File: src/hdl/lkv_pkg.sv
package lkv_pkg;

    localparam int KEY_W           = 32;
    localparam int VAL_W           = 32;
    localparam int CAP_W           = 5;
    localparam int MAX_ENTRIES_DEF = 16;
    localparam logic [CAP_W-1:0] CAP_RESET = 5'd16;

    // operation codes carried in the op field
    localparam logic OP_GET = 1'b0;
    localparam logic OP_PUT = 1'b1;

    typedef struct packed {
        logic                    op;
        logic signed [KEY_W-1:0] lookup_key;
        logic signed [VAL_W-1:0] write_value;
    } req_t;

    typedef struct packed {
        logic                    found;
        logic signed [VAL_W-1:0] read_value;
    } rsp_t;

    typedef logic [CAP_W-1:0] cfg_t;

    typedef struct packed {
        logic signed [KEY_W-1:0] key;
        logic signed [VAL_W-1:0] value;
    } entry_t;

    typedef struct packed {
        logic cmp_en;
        logic valid;
        logic shift_en;
    } cell_ctrl_t;

endpackage

File: src/hdl/lkv_cell.sv
module lkv_cell (
    input  logic               clk,
    input  logic               rst_n,
    input  lkv_pkg::cell_ctrl_t ctrl,
    input  lkv_pkg::entry_t    shift_in,
    input  logic signed [lkv_pkg::KEY_W-1:0] cmp_key,
    output lkv_pkg::entry_t    entry,
    output logic               match
);
    import lkv_pkg::*;

    entry_t entry_reg;
    logic   match_reg;

    // take the neighbor's entry when the row shifts through this cell
    always_ff @(posedge clk)
    begin
        if (ctrl.shift_en)
        begin
            entry_reg <= shift_in;
        end
    end

    // compare against the incoming key when a beat is taken
    always_ff @(posedge clk or negedge rst_n)
    begin
        if (!rst_n)
        begin
            match_reg <= 1'b0;
        end
        else if (ctrl.cmp_en)
        begin
            match_reg <= ctrl.valid && (entry_reg.key == cmp_key);
        end
    end

    assign entry = entry_reg;
    assign match = match_reg;

endmodule

File: config.mk
export PLATFORM = sky130hd
export DESIGN_NAME = lkv_cell
export DESIGN_NICKNAME = d
export VERILOG_FILES = /design/src/hdl/lkv_pkg.sv /design/src/hdl/lkv_cell.sv
export SDC_FILE = /design/constraint.sdc
export NUM_CORES = 1
export LEC_CHECK = 0
export BUFFER_PORTS_ARGS = -buffer_cell sky130_fd_sc_hd__buf_2
export CAP_MARGIN = 20
export CORE_MARGIN = 4
export CORE_UTILIZATION = 40
export DETAILED_ROUTE_END_ITERATION = 16
export GPL_TIMING_DRIVEN = 0
export MAX_ROUTING_LAYER = met4
export PLACE_DENSITY = 0.79
export SLEW_MARGIN = 20
export SYNTH_ARGS = -nofsm -noshare
export SYNTH_HDL_FRONTEND = slang
export SYNTH_SLANG_ARGS = --single-unit
File: constraint.sdc
create_clock -name clk -period 2.23 [get_ports clk]
set_input_delay 0.446 -clock clk [delete_from_list [all_inputs] [get_ports clk]]
set_output_delay 0.446 -clock clk [all_outputs]
set_load 0.01 [all_outputs]
==> results of run 1 <==
## cells by family after synthesis
family | after synthesis | synth area share [%]
XOR/XNOR | 32 | 12.1
flip-flops | 65 | 84.2
buffers and inverters | 1 | 0.162
AO/OA/AOI/OAI | 1 | 0.541
AND/OR/NAND/NOR | 11 | 2.98
## final timing paths
path / start / to / slack [ns]
worst max-delay path: entry[44]$_DFFE_PP_ / match$_DFFE_PN0P_ / 0.41
worst min-delay path: shift_in[53] / entry[53]$_DFFE_PP_ / 0.29
max in group asynchronous: rst_n / match$_DFFE_PN0P_ / 1.72
worst max register to register: entry[44]$_DFFE_PP_ / match$_DFFE_PN0P_ / 0.41
min in group asynchronous: rst_n / match$_DFFE_PN0P_ / 0.43
worst min register to register: match$_DFFE_PN0P_ / match$_DFFE_PN0P_ / 0.57
## stage by stage
| step | worst slack (ns) | instances | instance area (sq um) | util (%) |
|---|---|---|---|---|
| after detailed placement | 0.247 | 347 | 3230 | 58.3 |
| after global routing | 0.307 | 364 | 3460 | 62.4 |
| after global placement | 0.220 | 347 | 3230 | 58.3 |
| after CTS | 0.383 | 364 | 3460 | 62.4 |
| final | 0.414 | 364 | 3460 | 62.4 |
| after floorplan | 0.587 | 110 | 2310 | - |
## area by class of cell
type | count | area, sq um | area share (%)
tap | 72 | 90.1 | 2.60
multi-input combinational | 44 | 362 | 10.5
sequential | 65 | 1950 | 56.3
timing repair buffer | 166 | 838 | 24.2
clock inverter | 7 | 93.8 | 2.71
inverter | 1 | 3.75 | 0.109
clock buffer | 9 | 124 | 3.58
## metal layers
metal,vias to the layer above,GRT usage (%)
met5,-,-
met4,0,8.63
met3,7,7.80
met2,83,30.3
met1,745,16.2
li1,775,-
## power groups by stage
| stage | Clock (mW) | Combinational [mW] | Sequential [mW] |
|---|---|---|---|
| after global routing | 1.16 | 0.352 | 1.50 |
| after floorplan | 0 | 0.0558 | 1.57 |
| final | 1.07 | 0.321 | 1.49 |
| after detailed placement | 0 | 0.325 | 1.52 |
| after CTS | 1.10 | 0.327 | 1.49 |
| after global placement | 0 | 0.317 | 1.51 |
## Yosys cell counts
cell,instances
dfrtp_1,1
edfxtp_1,64
inv_1,1
nand3_1,1
nand4_1,4
nor4_1,5
o22ai_2,1
or4_1,1
xnor2_1,12
xor2_1,20
## repair_timing
item	4_1_cts	5_1_grt
endpoints found under the hold margin	1	0
endpoints found under the setup margin	0	0
hold buffers	1	0
==> impl_metrics.ini, run 1 <==
[detailed_routing]
dr_wl_met3_um = 619
vias = 1610
wl_per_cell_um = 16.0
firstDrtPassIters = 4
drt-total-wl_um = 5840
wl_met1_um = 1940
ant_nets = 0
top_layer = met4
first_iter_violations = 64
route.detailed.drc = 0
via_per_inst = 4.42
wl_met2_um = 3190

[floorplanning]
fp.dieW_um = 84.0
die_height_um = 84.0
die-area_sq_um = 7060
initial_core_util_pct = 41.7
num_rows = 27
pin_count = 166
core_sq_um = 5540

[clocking]
cts_max_level = 3
cts_sinks = 65
cts_resized = 0
clkTransAtPathRegs_ns = 0.08
clk_latency_ns = 0.32
cts_made_buffers = 9
clockRootBuffer = clkbuf_8
cts_tree = done
cts_setup_buffers = 0
clockBufferDepth = 2

[cells_and_area]
final_cell_mix = 164 x buf_2, 64 x edfxtp_1, 20 x xor2_1, 12 x xnor2_1, 9 x clkbuf_8
nFillCells = 421
largest_register_ffs = 64
area_growth_pct = 49.6
final_nets = 388
n_antenna_cell = 0
drive_gt1_share_pct = 62.0
final_common_cell = buf_2

[pwr]
switching_share_pct = 22.4
p_sw_mw = 0.645
clkPwrFrac_pct = 37.2
cellPowerDensity_nw_per_um2 = 834
leakagePower_nw = 1.52
vdd_drop_max_v = 0.000584
total_power_mw = 2.88
power_frac_comb_pct = 11.1
power.share.sequential_pct = 51.7
p_int_mw = 2.24

[logic_synthesis]
ys_ff_latch = 65
synth_warnings = 0
netlist_area_sq_um = 2310
avgSynthCellArea_sq_um = 21.0
ys_types = 10
ys_seq_area_share_pct = 84.2
yosys-top-cells-area = edfxtp_1 83%, xor2_1 7.6%, xnor2_1 4.5%
syn_nets = 211
yosysTopAreaCellShare_pct = 83.1
synth_cells = 110
yosys.area.top_type = edfxtp_1

[critical_path]
ff2ff_path_depth = 5
crit_path_cell_trace = xor2_1, nor4_1, nand4_1, or4_1, o22ai_2
critPathBufInv = 0
endpoint_kind = register
crit_family = simple AND/OR/NAND/NOR gates
max_stage_delay_ns = 0.56
critical_path_class = reg2reg
cp_max_fo = 2
worst-path-stages = 5
cp.required_ns = 2.48
cp_data_arrival_time_ns = 2.07
slowest_stage = or4_1
start_kind = register

[timing]
fin_crit_sh_pct = 81.5
finalSetupTns_ns = 0
rsz0062_at_grt = false
fin_crit_ns = 1.82
clock-skew-final_ns = 0.00715
worst_pin_slew_ns = 0.764
relSlewSlack_pct = 49.0
fmax_ghz = 0.551
drv_slew = 0
hold_viol = 0
setup_viol = 0
timing.hold.ws_ns = 0.286

[worst_hold_path]
whs_path_depth = 1
hp-class = in2reg

[place]
portBuffers = 165
gp_congestion = 0.783
hpwl_um = 4770

[global_routing]
grt_max_degree = 65
grt-ovfl-total = 0
grt_pass1_wl_um = 8930
grt_antenna_before_repair = 0
grt_pass1_vias = 1826
track_usage_pct = 17.5

[status]
status = finished, final reports clean

[flow_run]
drv_cap = 0
(Power assumes the default switching activity.)
==> inputs of run 2 (changes only) <==
==> constraint.sdc (replaced) <==
create_clock -name clk -period 1.8 [get_ports clk]
set_input_delay 0.36 -clock clk [delete_from_list [all_inputs] [get_ports clk]]
set_output_delay 0.36 -clock clk [all_outputs]
set_load 0.01 [all_outputs]
==> impl_metrics.ini, run 2 (same netlist as run 1, synthesis figures left out) <==
[critical_path]
start_kind = register
critical_path_class = reg2reg
cp.required_ns = 2.05
crit_path_cell_trace = xor2_1, nor4_2, nand4_1, or4_4, o22ai_2
endpoint_kind = register
cp_data_arrival_time_ns = 2.04
slowest_stage = or4_4
max_stage_delay_ns = 0.54
cp_max_fo = 2
r2r_slack_ns = 0.01

[worst_hold_path]
hp-class = in2reg

[place]
place_ws_ns = -0.0969
placed_cells = 347
hpwl_um = 4770
gp_congestion = 0.783
portBuffers = 165

[global_routing]
track_usage_pct = 17.5
grt_pass1_vias = 1836
grt_pass1_wl_um = 8950
grt_antenna_before_repair = 0
grt-ovfl-total = 0
grt_max_degree = 65

[detailed_routing]
route.detailed.drc = 0
first_iter_violations = 76
firstDrtPassIters = 4
via_per_inst = 4.44
ant_nets = 0
vias = 1615
wl_per_cell_um = 16.3
drt-total-wl_um = 5940

[timing]
fin_crit_sh_pct = 99.3
hold_viol = 0
fin_crit_ns = 1.79
setup_viol = 0
drv_slew = 0
worst_pin_slew_ns = 0.764
rsz0062_at_grt = true
clock-skew-final_ns = 0.00735
setup_ws_ns = 0.0126
relSlewSlack_pct = 49.1
fmax_ghz = 0.559
finalSetupTns_ns = 0

[pwr]
power.share.sequential_pct = 51.4
switching_share_pct = 22.6
total_power_mw = 3.59
cellPowerDensity_nw_per_um2 = 1030
p_int_mw = 2.78
vdd_drop_max_v = 0.000724
clkPwrFrac_pct = 37.1
power_frac_comb_pct = 11.5
p_sw_mw = 0.813
leakagePower_nw = 1.52

[floorplanning]
die-area_sq_um = 7060
core_sq_um = 5540
die_height_um = 84.0
initial_core_util_pct = 41.7
fp.dieW_um = 84.0
num_rows = 27
pin_count = 166

[flow_run]
drv_cap = 0

[status]
status = finished, final reports clean

[cells_and_area]
drive_gt1_share_pct = 64.0
sequential_cell_area_sq_um = 1950
final_cell_mix = 164 x buf_2, 64 x edfxtp_1, 20 x xor2_1, 12 x xnor2_1, 9 x clkbuf_8
final_common_cell = buf_2
multi_input_area_sq_um = 397
largest_register_ffs = 64
area_growth_pct = 51.1
nFillCells = 413
stdcell_count = 364
final_nets = 388
n_antenna_cell = 0

[clocking]
clkTransAtPathRegs_ns = 0.08
clockBufferDepth = 2
cts_sinks = 65
cts_max_level = 3
clockRootBuffer = clkbuf_8
clk_latency_ns = 0.32
cts_tree = done
cts_setup_buffers = 0
cts_made_buffers = 9
==> run 2: changes by cell type in the layout (fill, tap and decap cells not counted) <==
cell / change
nor4_1: -5
nor4_2: +5
or4_1: -1
or4_4: +1
==> run 2: path summary, 6_finish.rpt <==
path,startpoint,cells after the start,to
worst max-delay path,entry[49]$_DFFE_PP_,5,match$_DFFE_PN0P_
worst min-delay path,shift_in[53],1,entry[53]$_DFFE_PP_
worst max register to register,entry[49]$_DFFE_PP_,5,match$_DFFE_PN0P_
worst min register to register,match$_DFFE_PN0P_,2,match$_DFFE_PN0P_
max in group asynchronous,rst_n,2,match$_DFFE_PN0P_
min in group asynchronous,rst_n,2,match$_DFFE_PN0P_
==> run 2: cell type report <==
cell class / instances / share of cell area, %
multi-input cells: 44 / 11.4
repair buffers: 166 / 24.0
clock buffers: 9 / 3.55
inverters: 1 / 0.107
well taps: 72 / 2.58
flip-flops and latches: 65 / 55.7
clock inverters: 7 / 2.69
==> run 2: per-layer routing <==
layer | track usage [%] | vias to the layer above | wire length (um) | part of all wire [%]
met5 | - | - | 0 | 0
met4 | 8.63 | 0 | 90 | 1.5
met3 | 7.80 | 7 | 619 | 10
met2 | 30.6 | 83 | 3260 | 55
met1 | 16.1 | 750 | 1970 | 33
li1 | - | 775 | - | -
==> run 2: power by group through the flow <==
stage	combinational (mW)	clock (mW)	sequential (mW)
4_1_cts	0.413	1.36	1.85
3_5_place_dp	0.402	0	1.88
6_report	0.413	1.33	1.85
3_3_place_gp	0.393	0	1.87
5_1_grt	0.451	1.43	1.86
2_1_floorplan	0.0692	0	1.94
==> run 2: repair_timing <==
action	in CTS	in global routing
hold buffers	1	0
pin swaps	1	3
endpoints found under the setup margin	1	1
gates resized for setup	3	3
endpoints found under the hold margin	1	0
==> run 2: per-stage QoR <==
step / hold WS, ns / instance area [sq um] / util (%)
after global routing: 0.177 / 3490 / 63.1
after global placement: 0.135 / 3230 / 58.3
after floorplan: 0.0644 / 2310 / -
final: 0.200 / 3490 / 63.1
after CTS: 0.183 / 3480 / 62.8
after detailed placement: 0.139 / 3230 / 58.3
==> run 2: critical path: cells and delay by family, from the launching register on <==
kind | cells | cell delay, ns
xor gates and xnor gates | 1 | 0.17
AOI/OAI and AO/OA | 1 | 0.10
DFF | 1 | 0.42
and+or+nand+nor | 3 | 1.02
==> inputs of run 3 (changes only) <==
--- a/config.mk
+++ b/config.mk
@@ -7,12 +7,16 @@
 export LEC_CHECK = 0
 export BUFFER_PORTS_ARGS = -buffer_cell sky130_fd_sc_hd__buf_2
 export CAP_MARGIN = 20
+export CELL_PAD_IN_SITES_DETAIL_PLACEMENT = 2
+export CELL_PAD_IN_SITES_GLOBAL_PLACEMENT = 2
 export CORE_MARGIN = 4
-export CORE_UTILIZATION = 40
+export CORE_UTILIZATION = 25
 export DETAILED_ROUTE_END_ITERATION = 16
+export GPL_ROUTABILITY_DRIVEN = 0
 export GPL_TIMING_DRIVEN = 0
 export MAX_ROUTING_LAYER = met4
-export PLACE_DENSITY = 0.79
+export PLACE_DENSITY_LB_ADDON = 0.1
+export SKIP_CTS_REPAIR_TIMING = 1
 export SLEW_MARGIN = 20
 export SYNTH_ARGS = -nofsm -noshare
 export SYNTH_HDL_FRONTEND = slang
==> impl_metrics.ini, run 3 (same netlist as run 1, synthesis figures left out) <==
[clocking]
clk_latency_ns = 0.33
cts_sinks = 65
clockBufferDepth = 2
clkTransAtPathRegs_ns = 0.08
clockRootBuffer = clkbuf_8
cts_made_buffers = 9
cts_tree = done
cts_max_level = 3

[cells_and_area]
final_nets = 389
largest_register_ffs = 64
nFillCells = 938
drive_gt1_share_pct = 62.8
final_common_cell = buf_2
area_growth_pct = 51.9
final_cell_mix = 164 x buf_2, 64 x edfxtp_1, 20 x xor2_1, 12 x xnor2_1, 9 x clkbuf_8

[floorplanning]
die_height_um = 104
initial_core_util_pct = 26.1
fp.dieW_um = 104
num_rows = 34
die-area_sq_um = 10900
pin_count = 166
core_sq_um = 8850

[timing]
fmax_ghz = 0.561
hold_viol = 0
setup_viol = 0
timing.hold.ws_ns = 0.202
fin_crit_ns = 1.78
drv_slew = 0
worst_pin_slew_ns = 0.410
relSlewSlack_pct = 72.7
fin_crit_sh_pct = 99.0
rsz0062_at_grt = true
clock-skew-final_ns = 0.00308

[flow_run]
drv_cap = 0

[status]
status = finished, final reports clean

[worst_hold_path]
hp-class = in2reg

[global_routing]
track_usage_pct = 13.0
grt_antenna_before_repair = 1
grt_pass1_vias = 1931
grt-ovfl-total = 0
grt_max_degree = 36
grt_pass1_wl_um = 10400

[detailed_routing]
first_iter_violations = 16
drt-total-wl_um = 6780
via_per_inst = 4.16
ant_nets = 0
route.detailed.drc = 0
vias = 1674
wl_per_cell_um = 16.9
firstDrtPassIters = 3

[critical_path]
critPathLaunch = entry[48]$_DFFE_PP_
start_kind = register
crit_path_end = match$_DFFE_PN0P_
cp_max_fo = 2
critical_path_class = reg2reg
r2r_slack_ns = 0.02
cp.required_ns = 2.05
timing.rr.start = entry[48]$_DFFE_PP_
ff2ff_path_depth = 5
cp_data_arrival_time_ns = 2.03
timing.rr.end = match$_DFFE_PN0P_
endpoint_kind = register

[place]
portBuffers = 165
hpwl_um = 5570

[pwr]
cellPowerDensity_nw_per_um2 = 988
vdd_drop_max_v = 0.000494
leakagePower_nw = 1.52
total_power_mw = 3.47
## run 3: changes by cell type in the layout (fill, tap and decap cells not counted)
| cell | change |
|---|---|
| clkbuf_1 | +1 |
| buf_12 | +1 |
| clkinv_1 | -1 |
| diode_2 | +1 |
| nor4_2 | -4 |
| clkinvlp_4 | +1 |
| nor4_1 | +4 |
| bufinv_16 | -1 |
## run 3: worst min-delay path by stage
stage	start	end	slack [ns]	cells past startpoint
after global placement	rst_n	match$_DFFE_PN0P_	0.14	1
after floorplan	rst_n	match$_DFFE_PN0P_	0.06	0
final	shift_in[25]	entry[25]$_DFFE_PP_	0.20	1
after CTS	rst_n	match$_DFFE_PN0P_	-0.24	1
after detailed placement	rst_n	match$_DFFE_PN0P_	0.14	1
after global routing	shift_in[19]	entry[19]$_DFFE_PP_	0.17	1
## run 3: where the power goes
part	switching [mW]	leakage (nW)	internal [mW]	total, mW
Combinational	0.209	0.785	0.204	0.413
Sequential	0.0494	0.640	1.79	1.84
Clock	0.570	0.0929	0.645	1.21
Total	0.828	1.52	2.64	3.47
## run 3: layout make-up
class / count / area [sq um] / share of cell area, %
Tap cell: 108 / 135 / 3.85
Antenna cell: 1 / 2.50 / 0.0712
Inverter: 1 / 3.75 / 0.107
Timing Repair Buffer: 167 / 858 / 24.4
Clock buffer: 10 / 128 / 3.63
Sequential cell: 65 / 1950 / 55.4
Multi-Input combinational cell: 44 / 372 / 10.6
Clock inverter: 6 / 67.6 / 1.92
## run 3: through the flow
| step | util (%) | setup TNS, ns | instance area (sq um) | setup WS, ns | instances |
|---|---|---|---|---|---|
| final | 39.7 | 0 | 3510 | 0.0180 | 402 |
| after CTS | 39.5 | -0.211 | 3490 | -0.211 | 400 |
| after global placement | 37.0 | -5.04 | 3270 | -0.223 | 383 |
| after floorplan | - | 0 | 2310 | 0.157 | 110 |
| after global routing | 39.7 | -0.0719 | 3510 | -0.0719 | 402 |
| after detailed placement | 37.2 | -0.264 | 3300 | -0.264 | 384 |
## run 3: metal layers
metal,track usage [%],wire [um],up-vias
met5,-,0,-
met4,4.46,103,0
met3,5.46,552,9
met2,22.9,3720,92
met1,12.8,2400,795
li1,-,-,778
## run 3: worst max-delay path, stage by stage, from the launching register on
cell      delay (ns)
edfxtp_1        0.40
xor2_1          0.16
nor4_2          0.34
nand4_1         0.18
or4_4           0.54
o22ai_2         0.09
