**src/hdl/lkv_pkg.sv**
```systemverilog
package lkv_pkg;

    localparam int KEY_W           = 32;
    localparam int VAL_W           = 32;
    localparam int CAP_W           = 5;
    localparam int MAX_ENTRIES_DEF = 16;
    localparam logic [CAP_W-1:0] CAP_RESET = 5'd16;

    // operation codes carried in the op field
    localparam logic OP_GET = 1'b0;
    localparam logic OP_PUT = 1'b1;

    typedef struct packed {
        logic                    op;
        logic signed [KEY_W-1:0] lookup_key;
        logic signed [VAL_W-1:0] write_value;
    } req_t;

    typedef struct packed {
        logic                    found;
        logic signed [VAL_W-1:0] read_value;
    } rsp_t;

    typedef logic [CAP_W-1:0] cfg_t;

    typedef struct packed {
        logic signed [KEY_W-1:0] key;
        logic signed [VAL_W-1:0] value;
    } entry_t;

    typedef struct packed {
        logic cmp_en;
        logic valid;
        logic shift_en;
    } cell_ctrl_t;

endpackage

```
**src/hdl/lkv_hit_reduce.sv**
```systemverilog
module lkv_hit_reduce #(
    parameter int MAX_ENTRIES = lkv_pkg::MAX_ENTRIES_DEF,
    parameter int CNT_W       = $clog2(MAX_ENTRIES + 1)
) (
    input  logic [MAX_ENTRIES-1:0] match,
    input  lkv_pkg::entry_t        entries [MAX_ENTRIES],
    output logic                   hit,
    output logic [CNT_W-1:0]       hit_idx,
    output logic signed [lkv_pkg::VAL_W-1:0] hit_value
);
    import lkv_pkg::*;

    // at most one cell matches, so plain OR trees encode position and value
    always_comb
    begin
        hit_idx   = '0;
        hit_value = '0;
        for (int i = 0; i < MAX_ENTRIES; i++)
        begin
            if (match[i])
            begin
                hit_idx   = hit_idx | CNT_W'(i);
                hit_value = hit_value | entries[i].value;
            end
        end
    end

    assign hit = |match;

endmodule

```
**config.mk**
```make
export PLATFORM = sky130hd
export DESIGN_NAME = lkv_hit_reduce
export DESIGN_NICKNAME = d
export VERILOG_FILES = /design/src/hdl/lkv_pkg.sv /design/src/hdl/lkv_hit_reduce.sv
export SDC_FILE = /design/constraint.sdc
export NUM_CORES = 1
export LEC_CHECK = 0
export BUFFER_PORTS_ARGS = -buffer_cell sky130_fd_sc_hd__buf_4
export CORE_AREA = 2 2 417 419
export DETAILED_ROUTE_END_ITERATION = 10
export DIE_AREA = 0 0 419 421
export GPL_TIMING_DRIVEN = 0
export PLACE_DENSITY = 0.3
export SYNTH_ARGS = -nofsm -noshare
export SYNTH_HDL_FRONTEND = slang
export SYNTH_SLANG_ARGS = --single-unit
```
**constraint.sdc**
```tcl
create_clock -name vclk -period 2.4
set_input_delay 0.48 -clock vclk [all_inputs]
set_output_delay 0.48 -clock vclk [all_outputs]
set_load 0.01 [all_outputs]
```
==> results.sh, run 1 <==
export IMPL_status="complete, but fails checks"
export IMPL_failed_checks="setup timing"
export IMPL_worstMarginPinSlew_ps=718
export IMPL_final_non_filler_cell_area_um2=10800
export IMPL_worstPathRequired_ps=1920
export IMPL_crit_path_end_kind="output port"
export IMPL_worst_setup_path_start_kind="input port"
export IMPL_wl_met2_mm=50.8
export IMPL_syn_area_um2=3060
export IMPL_rsz0062_at_grt="true"
export IMPL_antenna_left=0
export IMPL_ioPinCount=1078
export IMPL_max_freq_ghz=0.415
export IMPL_timing_critical_path_fanout_max=6
export IMPL_maximum_number_of_pins_on_one_net_before_global_route_repair=17
export IMPL_grt_overflow=0
export IMPL_layout_clock_buffers=0
export IMPL_crit_arrival_ps=1930
export IMPL_vias=7153
export IMPL_coreArea_um2=172000
export IMPL_cap_viol_max_count=0
export IMPL_hold_slack_ps=1280
export IMPL_min_period_ps=2410
export IMPL_start_util_pct=1.77
export IMPL_fill_cells=20400
export IMPL_worst_min_delay_path_category="input port to output port"
export IMPL_power_ir_vdd_worst_mv=0.0554
export IMPL_seq_cells=0
export IMPL_post_place_ws_ps=-881
export IMPL_placed_standard_cell_area_um2=10100
export IMPL_finalNetCount=1955
export IMPL_antenna_found_initial=162
export IMPL_synth_distinct_cells=14
export IMPL_power_density_cell_area_nw_per_um2=158
export IMPL_layout_drive_gt1_share_pct=71.6
export IMPL_critPathKind="input port to output port"
export IMPL_syn_nets=1406
export IMPL_met1_length_mm=33.5
export IMPL_synth_warnings=0
export IMPL_leakage_nw=3.89
export IMPL_grt_pass1_vias=6947
export IMPL_drt_iter0_drc=530
export IMPL_setup_ws_ps=-11.3
export IMPL_grt_pass1_wl_mm=114
export IMPL_report_final_setup_viol=2
export IMPL_wl_per_cell_um=30.6
export IMPL_rows=153
export IMPL_placed_cells=3240
export IMPL_gr_usage_all_layers_pct=10.8
export IMPL_post_route_period_util_pct=100
export IMPL_drt_wl_total_mm=99.6
export IMPL_sequential_share_of_the_synthesized_area_pct=0
export IMPL_dr_pass1_iters=4
export IMPL_slew_headroom_pct=52.2
export IMPL_vias_per_cell=2.20
export IMPL_die_width_um=419
export IMPL_hold_viol_final=0
export IMPL_final_cell_count_no_fill=3255
export IMPL_routed_top_layer="met5"
export IMPL_drc=0
export IMPL_die_area_um2=176000
export IMPL_die_height_um=421
export IMPL_regArea_um2=0
export IMPL_synth_cells=366
export IMPL_dr_wl_met3_mm=12.1
export IMPL_globalplace_congestion=0.846
export IMPL_drv_slew=0
export IMPL_detailedPlacementHpwl_mm=92.8
export IMPL_area_growth_synth_to_final_pct=252
export IMPL_timing_setup_tns_ps=-14.1
export IMPL_portBuffers=549
export IMPL_mean_syn_cell_area_um2=8.36
## placed cells by master, fill, tap and decap left out
| master | instances |
|---|---|
| sky130_fd_sc_hd__a22o_4 | 3 |
| sky130_fd_sc_hd__nand2_1 | 4 |
| sky130_fd_sc_hd__clkbuf_8 | 10 |
| sky130_fd_sc_hd__buf_12 | 1 |
| sky130_fd_sc_hd__buf_6 | 23 |
| sky130_fd_sc_hd__diode_2 | 17 |
| sky130_fd_sc_hd__buf_1 | 1 |
| sky130_fd_sc_hd__nor4_2 | 1 |
| sky130_fd_sc_hd__clkbuf_2 | 3 |
| sky130_fd_sc_hd__buf_4 | 555 |
| sky130_fd_sc_hd__conb_1 | 1 |
| sky130_fd_sc_hd__clkbuf_4 | 6 |
| sky130_fd_sc_hd__nor4_1 | 6 |
| sky130_fd_sc_hd__buf_8 | 6 |
| sky130_fd_sc_hd__a22o_1 | 125 |
| sky130_fd_sc_hd__buf_16 | 2 |
| sky130_fd_sc_hd__clkbuf_16 | 3 |
| sky130_fd_sc_hd__a221oi_4 | 13 |
| sky130_fd_sc_hd__a221oi_2 | 26 |
| sky130_fd_sc_hd__nand4_1 | 33 |
| sky130_fd_sc_hd__buf_2 | 2 |
| sky130_fd_sc_hd__a221oi_1 | 89 |
## stage by stage
| stage | util [%] | total power, mW |
|---|---|---|
| after floorplan | - | 0.473 |
| after global placement | 5.85 | 1.59 |
| after detailed placement | 5.85 | 1.60 |
| after CTS | 6.21 | 1.73 |
| after global routing | 6.23 | 1.79 |
| final | 6.24 | 1.70 |
## final timing paths
path | from | end | slack (ps) | depth (start not counted)
setup / recovery | match[15] | hit_value[9] | -10 | 6
hold / removal | entries[148] | hit_value[20] | 1280 | 4
## cell usage after synthesis
cell | number | share of area [%]
sky130_fd_sc_hd__buf_2 | 9 | 1.5
sky130_fd_sc_hd__buf_1 | 1 | 0.12
sky130_fd_sc_hd__nand4_1 | 33 | 6.8
sky130_fd_sc_hd__nor4_2 | 1 | 0.41
sky130_fd_sc_hd__clkbuf_1 | 22 | 2.7
sky130_fd_sc_hd__buf_8 | 6 | 2.9
sky130_fd_sc_hd__a22o_1 | 128 | 37
sky130_fd_sc_hd__a221oi_2 | 3 | 1.5
sky130_fd_sc_hd__nor4_1 | 6 | 1.2
sky130_fd_sc_hd__buf_6 | 26 | 9.6
sky130_fd_sc_hd__a221oi_1 | 125 | 36
sky130_fd_sc_hd__buf_4 | 1 | 0.25
sky130_fd_sc_hd__conb_1 | 1 | 0.12
sky130_fd_sc_hd__nand2_1 | 4 | 0.49
## cell type report
class	instances	area [um2]	share of cell area, %
timing repair buffer	552	4180	38.8
multi-input combinational	301	2930	27.3
tap	2325	2910	27.0
buffer	60	702	6.52
antenna	17	42.5	0.395
## timing repair
| item | 4_1_cts | 5_1_grt |
|---|---|---|
| buffers inserted | 2 | 0 |
| gates cloned | 1 | 0 |
| resized for setup | 127 | 3 |
| hold buffers | 0 | 0 |
| endpoints found under the setup margin | 32 | 3 |
| pin swaps | 17 | 2 |
## power breakdown
group | internal (mW) | total (mW) | switching [mW]
Sequential | 0 | 0 | 0
Combinational | 0.907 | 1.70 | 0.794
Clock | 0.000000912 | 0.000000912 | 0
## cell families (layout without fill, tap and decap cells)
| kind of cell | after synthesis | in the layout | synth area share [%] |
|---|---|---|---|
| and+or+nand+nor | 44 | 44 | 8.88 |
| AOI/OAI and AO/OA | 256 | 256 | 73.9 |
| buffers and inverters | 65 | 612 | 17.1 |
| other | 1 | 18 | 0.123 |
## worst max-delay path, cell delays in order
cell and delay (ps):
sky130_fd_sc_hd__buf_16 130, sky130_fd_sc_hd__buf_8 150, sky130_fd_sc_hd__a22o_1 270, sky130_fd_sc_hd__a221oi_1 440, sky130_fd_sc_hd__nand4_1 190, sky130_fd_sc_hd__buf_4 230
## routing by layer
layer / global-route usage [%] / up-vias
met1: 10.7 / 3379
li1: - / 2882
met2: 19.4 / 538
met5: 0 / -
met4: 2.60 / 94
met3: 5.93 / 260
Power figures use the tool's default switching activity.
==> inputs of run 2 (changes only) <==
Settings changed: PLACE_DENSITY 0.3 to not set, PLACE_DENSITY_LB_ADDON set to 0.25.
==> run 2 against run 1 <==
Compared with the run above:
- the run now ends clean
- routed wire length fell by 2.7%
- worst hold slack better by 19 ps
- via count grew 1.7%
- count of clock-buffer cells in the layout is the same
- final area increased by 5.6%
- fmax increased by 2.1%
- final cell count rose by 0.55%
- sequential share of layout area unchanged
- flip-flop and latch count unchanged
- global-route usage down 0.29 points
- power increased by 6.6%
- core utilization increased by 0.35 points
- largest cell class unchanged
==> results.sh, run 2 (synthesized netlist as in run 1, its figures left out) <==
export IMPL_hold_depth=4
export IMPL_timing_critical_path_fanout_max=8
export IMPL_report_final_setup_viol=0
export IMPL_layout_drive_gt1_share_pct=74.5
export IMPL_final_non_filler_cell_area_um2=11400
export IMPL_hold_viol_final=0
export IMPL_origin_of_the_worst_min_delay_path="entries[145]"
export IMPL_leakage_nw=4.14
export IMPL_worst_setup_path_start_kind="input port"
export IMPL_rows=153
export IMPL_seq_cells=0
export IMPL_final_cell_mix="sky130_fd_sc_hd__buf_4, sky130_fd_sc_hd__a22o_1, sky130_fd_sc_hd__a221oi_1, sky130_fd_sc_hd__a221oi_2, sky130_fd_sc_hd__nand4_1"
export IMPL_start_util_pct=1.77
export IMPL_fill_cells=20400
export IMPL_post_place_ws_ps=-800
export IMPL_finalNetCount=1972
export IMPL_met1_length_mm=32.9
export IMPL_antenna_found_initial=165
export IMPL_routed_top_layer="met5"
export IMPL_rsz0062_at_grt="false"
export IMPL_dr_wl_met3_mm=12.4
export IMPL_final_cell_count_no_fill=3273
export IMPL_regArea_um2=0
export IMPL_placed_standard_cell_area_um2=10100
export IMPL_max_freq_ghz=0.423
export IMPL_coreArea_um2=172000
export IMPL_die_width_um=419
export IMPL_placed_cells=3240
export IMPL_detailedPlacementHpwl_mm=89.4
export IMPL_min_period_ps=2360
export IMPL_power_ir_vdd_worst_mv=0.0485
export IMPL_ioPinCount=1078
export IMPL_timing_hold_worst_endpoint="hit_value[17]"
export IMPL_critPathKind="input port to output port"
export IMPL_portBuffers=549
export IMPL_dr_pass1_iters=5
export IMPL_slew_headroom_pct=66.5
export IMPL_worstMarginPinSlew_ps=503
export IMPL_grt_overflow=0
export IMPL_antenna_left=0
export IMPL_vias=7278
export IMPL_grt_pass1_wl_mm=112
export IMPL_timing_setup_tns_ps=0
export IMPL_grt_pass1_vias=7078
export IMPL_status="complete, no violations"
export IMPL_layout_cells_most_common="sky130_fd_sc_hd__buf_4"
export IMPL_totalPowerFinal_mw=1.81
export IMPL_drc=0
export IMPL_cap_viol_max_count=0
export IMPL_layout_clock_buffers=0
export IMPL_die_height_um=421
export IMPL_die_area_um2=176000
export IMPL_drv_slew=0
export IMPL_worstPathRequired_ps=1920
export IMPL_startpoint="match[11]"
export IMPL_vias_per_cell=2.22
export IMPL_gr_usage_all_layers_pct=10.5
export IMPL_wl_met2_mm=48.5
export IMPL_drt_wl_total_mm=96.8
export IMPL_maximum_number_of_pins_on_one_net_before_global_route_repair=11
export IMPL_power_density_cell_area_nw_per_um2=159
export IMPL_cts_hold_repair_buffers=0
export IMPL_wl_per_cell_um=29.6
export IMPL_post_route_period_util_pct=98.4
export IMPL_worst_min_delay_path_category="input port to output port"
export IMPL_area_growth_synth_to_final_pct=272
export IMPL_globalplace_congestion=0.862
export IMPL_setup_ws_ps=37.3
export IMPL_drt_iter0_drc=500
export IMPL_crit_arrival_ps=1880
export IMPL_crit_path_end_kind="output port"
==> run 2: how the worst max path moves through the flow <==
| stage | endpoint | slack, ps | cells past startpoint |
|---|---|---|---|
| final | hit_value[3] | 40 | 6 |
| after floorplan | hit_value[10] | 630 | 5 |
| after global routing | hit_value[26] | 2 | 5 |
| after detailed placement | hit_value[16] | -800 | 5 |
| after CTS | hit_value[6] | -80 | 6 |
| after global placement | hit_value[20] | -780 | 5 |
==> run 2: area by class of cell <==
type	count	area, um2	share of cell area, %
Tap cell	2325	2910	25.6
Antenna cell	18	45.0	0.396
Timing Repair Buffer	566	4420	38.9
Multi-Input combinational cell	301	3160	27.8
Buffer	63	835	7.34
==> run 2: repair_timing <==
action                     4_1_cts  5_1_grt
pin swaps                       19        9
gates resized for setup        177       14
buffers inserted                11        1
setup endpoints to repair       33        9
cloned                           5        0
==> run 2: layer usage <==
| layer | up-vias | global-route usage [%] |
|---|---|---|
| li1 | 2924 | - |
| met1 | 3451 | 10.7 |
| met2 | 537 | 18.8 |
| met3 | 266 | 5.96 |
| met4 | 100 | 1.74 |
| met5 | - | 0 |
==> run 2: critical path, stage by stage <==
cell,delay [ps]
sky130_fd_sc_hd__buf_8,140
sky130_fd_sc_hd__buf_8,160
sky130_fd_sc_hd__a22o_1,200
sky130_fd_sc_hd__a221oi_1,270
sky130_fd_sc_hd__nand4_1,340
sky130_fd_sc_hd__buf_6,250
==> run 2: power by group <==
part / switching, mW / total, mW / internal, mW
Sequential: 0 / 0 / 0
Clock: 0 / 0.000000924 / 0.000000923
Combinational: 0.822 / 1.81 / 0.990
Total: 0.822 / 1.81 / 0.990
==> run 2: through the flow <==
stage | util (%) | hold slack (ps)
2_1_floorplan | - | 1100
3_3_place_gp | 5.85 | 1290
3_5_place_dp | 5.85 | 1290
4_1_cts | 6.55 | 1290
5_1_grt | 6.58 | 1320
6_report | 6.59 | 1300
==> inputs of run 3 (changes only) <==
==> constraint.sdc (replaced) <==
create_clock -name vclk -period 2.4
set_input_delay 0.24 -clock vclk [all_inputs]
set_output_delay 0.24 -clock vclk [all_outputs]
set_load 0.01 [all_outputs]
==> run 3 against run 2 <==
Compared with the run above:
- worst setup slack gained 35 ps
- routed wire length shrank 0.59%
- core utilization shrank 0.64 points
- via count shrank 0.32%
- largest power group unchanged
- final cell count shrank 0.40%
- flip-flop and latch count is the same
- highest routed layer unchanged
- count of clock-buffer cells in the layout is the same
- non-clock buffer count shrank 15
- final area shrank 9.7%
- sequential share of layout area is the same
- largest cell class unchanged
- worst hold slack lost 490 ps
- global-route usage shrank 0.093 points
- critical endpoint is now hit_value[25]
==> results.sh, run 3 (synthesized netlist as in run 1, its figures left out) <==
export IMPL_drt_wl_total_mm=96.3
export IMPL_timing_critical_path_fanout_max=10
export IMPL_drc=0
export IMPL_die_area_um2=176000
export IMPL_worstMarginPinSlew_ps=1020
export IMPL_finalNetCount=1957
export IMPL_maximum_number_of_pins_on_one_net_before_global_route_repair=11
export IMPL_gr_usage_all_layers_pct=10.4
export IMPL_vias=7255
export IMPL_cap_viol_max_count=0
export IMPL_seq_cells=0
export IMPL_antenna_found_initial=168
export IMPL_dr_pass1_iters=5
export IMPL_portBuffers=549
export IMPL_layout_cells_most_common="sky130_fd_sc_hd__buf_4"
export IMPL_power_ir_vdd_worst_mv=0.0444
export IMPL_die_height_um=421
export IMPL_power_density_cell_area_nw_per_um2=154
export IMPL_critPathKind="input port to output port"
export IMPL_ioPinCount=1078
export IMPL_slew_headroom_pct=31.8
export IMPL_grt_overflow=0
export IMPL_fill_cells=20500
export IMPL_detailedPlacementHpwl_mm=89.4
export IMPL_final_cell_mix="sky130_fd_sc_hd__buf_4, sky130_fd_sc_hd__a22o_1, sky130_fd_sc_hd__a221oi_1, sky130_fd_sc_hd__nand4_1, sky130_fd_sc_hd__buf_6"
export IMPL_vias_per_cell=2.23
export IMPL_layout_clock_buffers=0
export IMPL_hold_viol_final=0
export IMPL_totalPowerFinal_mw=1.58
export IMPL_worst_setup_path_start_kind="input port"
export IMPL_report_final_setup_viol=0
export IMPL_rsz0062_at_grt="false"
export IMPL_grt_pass1_vias=6937
export IMPL_drv_slew=0
export IMPL_worstPathRequired_ps=2160
export IMPL_crit_path_end_kind="output port"
export IMPL_wl_per_cell_um=29.5
export IMPL_cts_hold_repair_buffers=0
export IMPL_die_width_um=419
export IMPL_regArea_um2=0
export IMPL_grt_pass1_wl_mm=111
export IMPL_start_util_pct=1.77
export IMPL_status="complete, no violations"
export IMPL_fin_util_pct=5.95
export IMPL_crit_arrival_ps=2090
export IMPL_antenna_left=0
export IMPL_drt_iter0_drc=640
export IMPL_worst_min_delay_path_category="input port to output port"
export IMPL_coreArea_um2=172000
export IMPL_rows=153
export IMPL_globalplace_congestion=0.862
export IMPL_post_route_period_util_pct=97.0
export IMPL_max_freq_ghz=0.430
export IMPL_leakage_nw=3.70
export IMPL_area_growth_synth_to_final_pct=236
export IMPL_min_period_ps=2330
export IMPL_combined_area_of_the_multi_input_logic_cells_um2=2650
export IMPL_layout_drive_gt1_share_pct=67.8
export IMPL_buffer_count_from_post_cts_setup_fixing=0
## run 3: cell types whose count changed in the layout (fill, tap and decap cells not counted), sizes merged
cell	before	now
clkbuf	20	22
buf	608	592
bufbuf	1	0
diode	18	20
## run 3: where the power goes
part	switching [mW]	internal, mW	total (mW)
Combinational	0.739	0.838	1.58
Clock	0	0.00000110	0.00000110
Sequential	0	0	0
Total	0.739	0.838	1.58
## run 3: path summary, 6_finish.rpt
path,end,start,cells after the start
setup / recovery,hit_value[25],match[9],5
hold / removal,hit_value[17],entries[145],4
## run 3: layout make-up
cell class / count / area share, %
diodes: 20 / 0.488
plain buffers: 65 / 5.17
well taps: 2325 / 28.4
repair buffers: 549 / 40.2
multi-input cells: 301 / 25.8
## run 3: worst max-delay path: stages
cell	delay, ps
sky130_fd_sc_hd__buf_2	220
sky130_fd_sc_hd__clkbuf_1	470
sky130_fd_sc_hd__a221oi_2	650
sky130_fd_sc_hd__nand4_1	230
sky130_fd_sc_hd__buf_4	240
## run 3: layer usage
metal / share of wire (%) / GRT usage, %
met5: 0.70 / 0
met1: 34 / 10.5
met3: 13 / 6.02
met2: 50 / 18.7
met4: 2.7 / 1.76
## run 3: stage by stage
step                      hold WS [ps]  area [um2]  worst slack (ps)  cells  setup TNS (ps)
after CTS                          815       10200              8.17   3240               0
after detailed placement           811       10100              -320   3240           -2400
after global routing               839       10200              40.9   3248               0
after global placement             811       10100              -302   3240           -2240
final                              812       10300              72.3   3260               0
after floorplan                    617        3060              1110    366               0
## run 3: what timing repair did
| action | 4_1_cts | 5_1_grt |
|---|---|---|
| endpoints found under the setup margin | 17 | 1 |
| pin swaps | 0 | 0 |
| resized for setup | 24 | 3 |
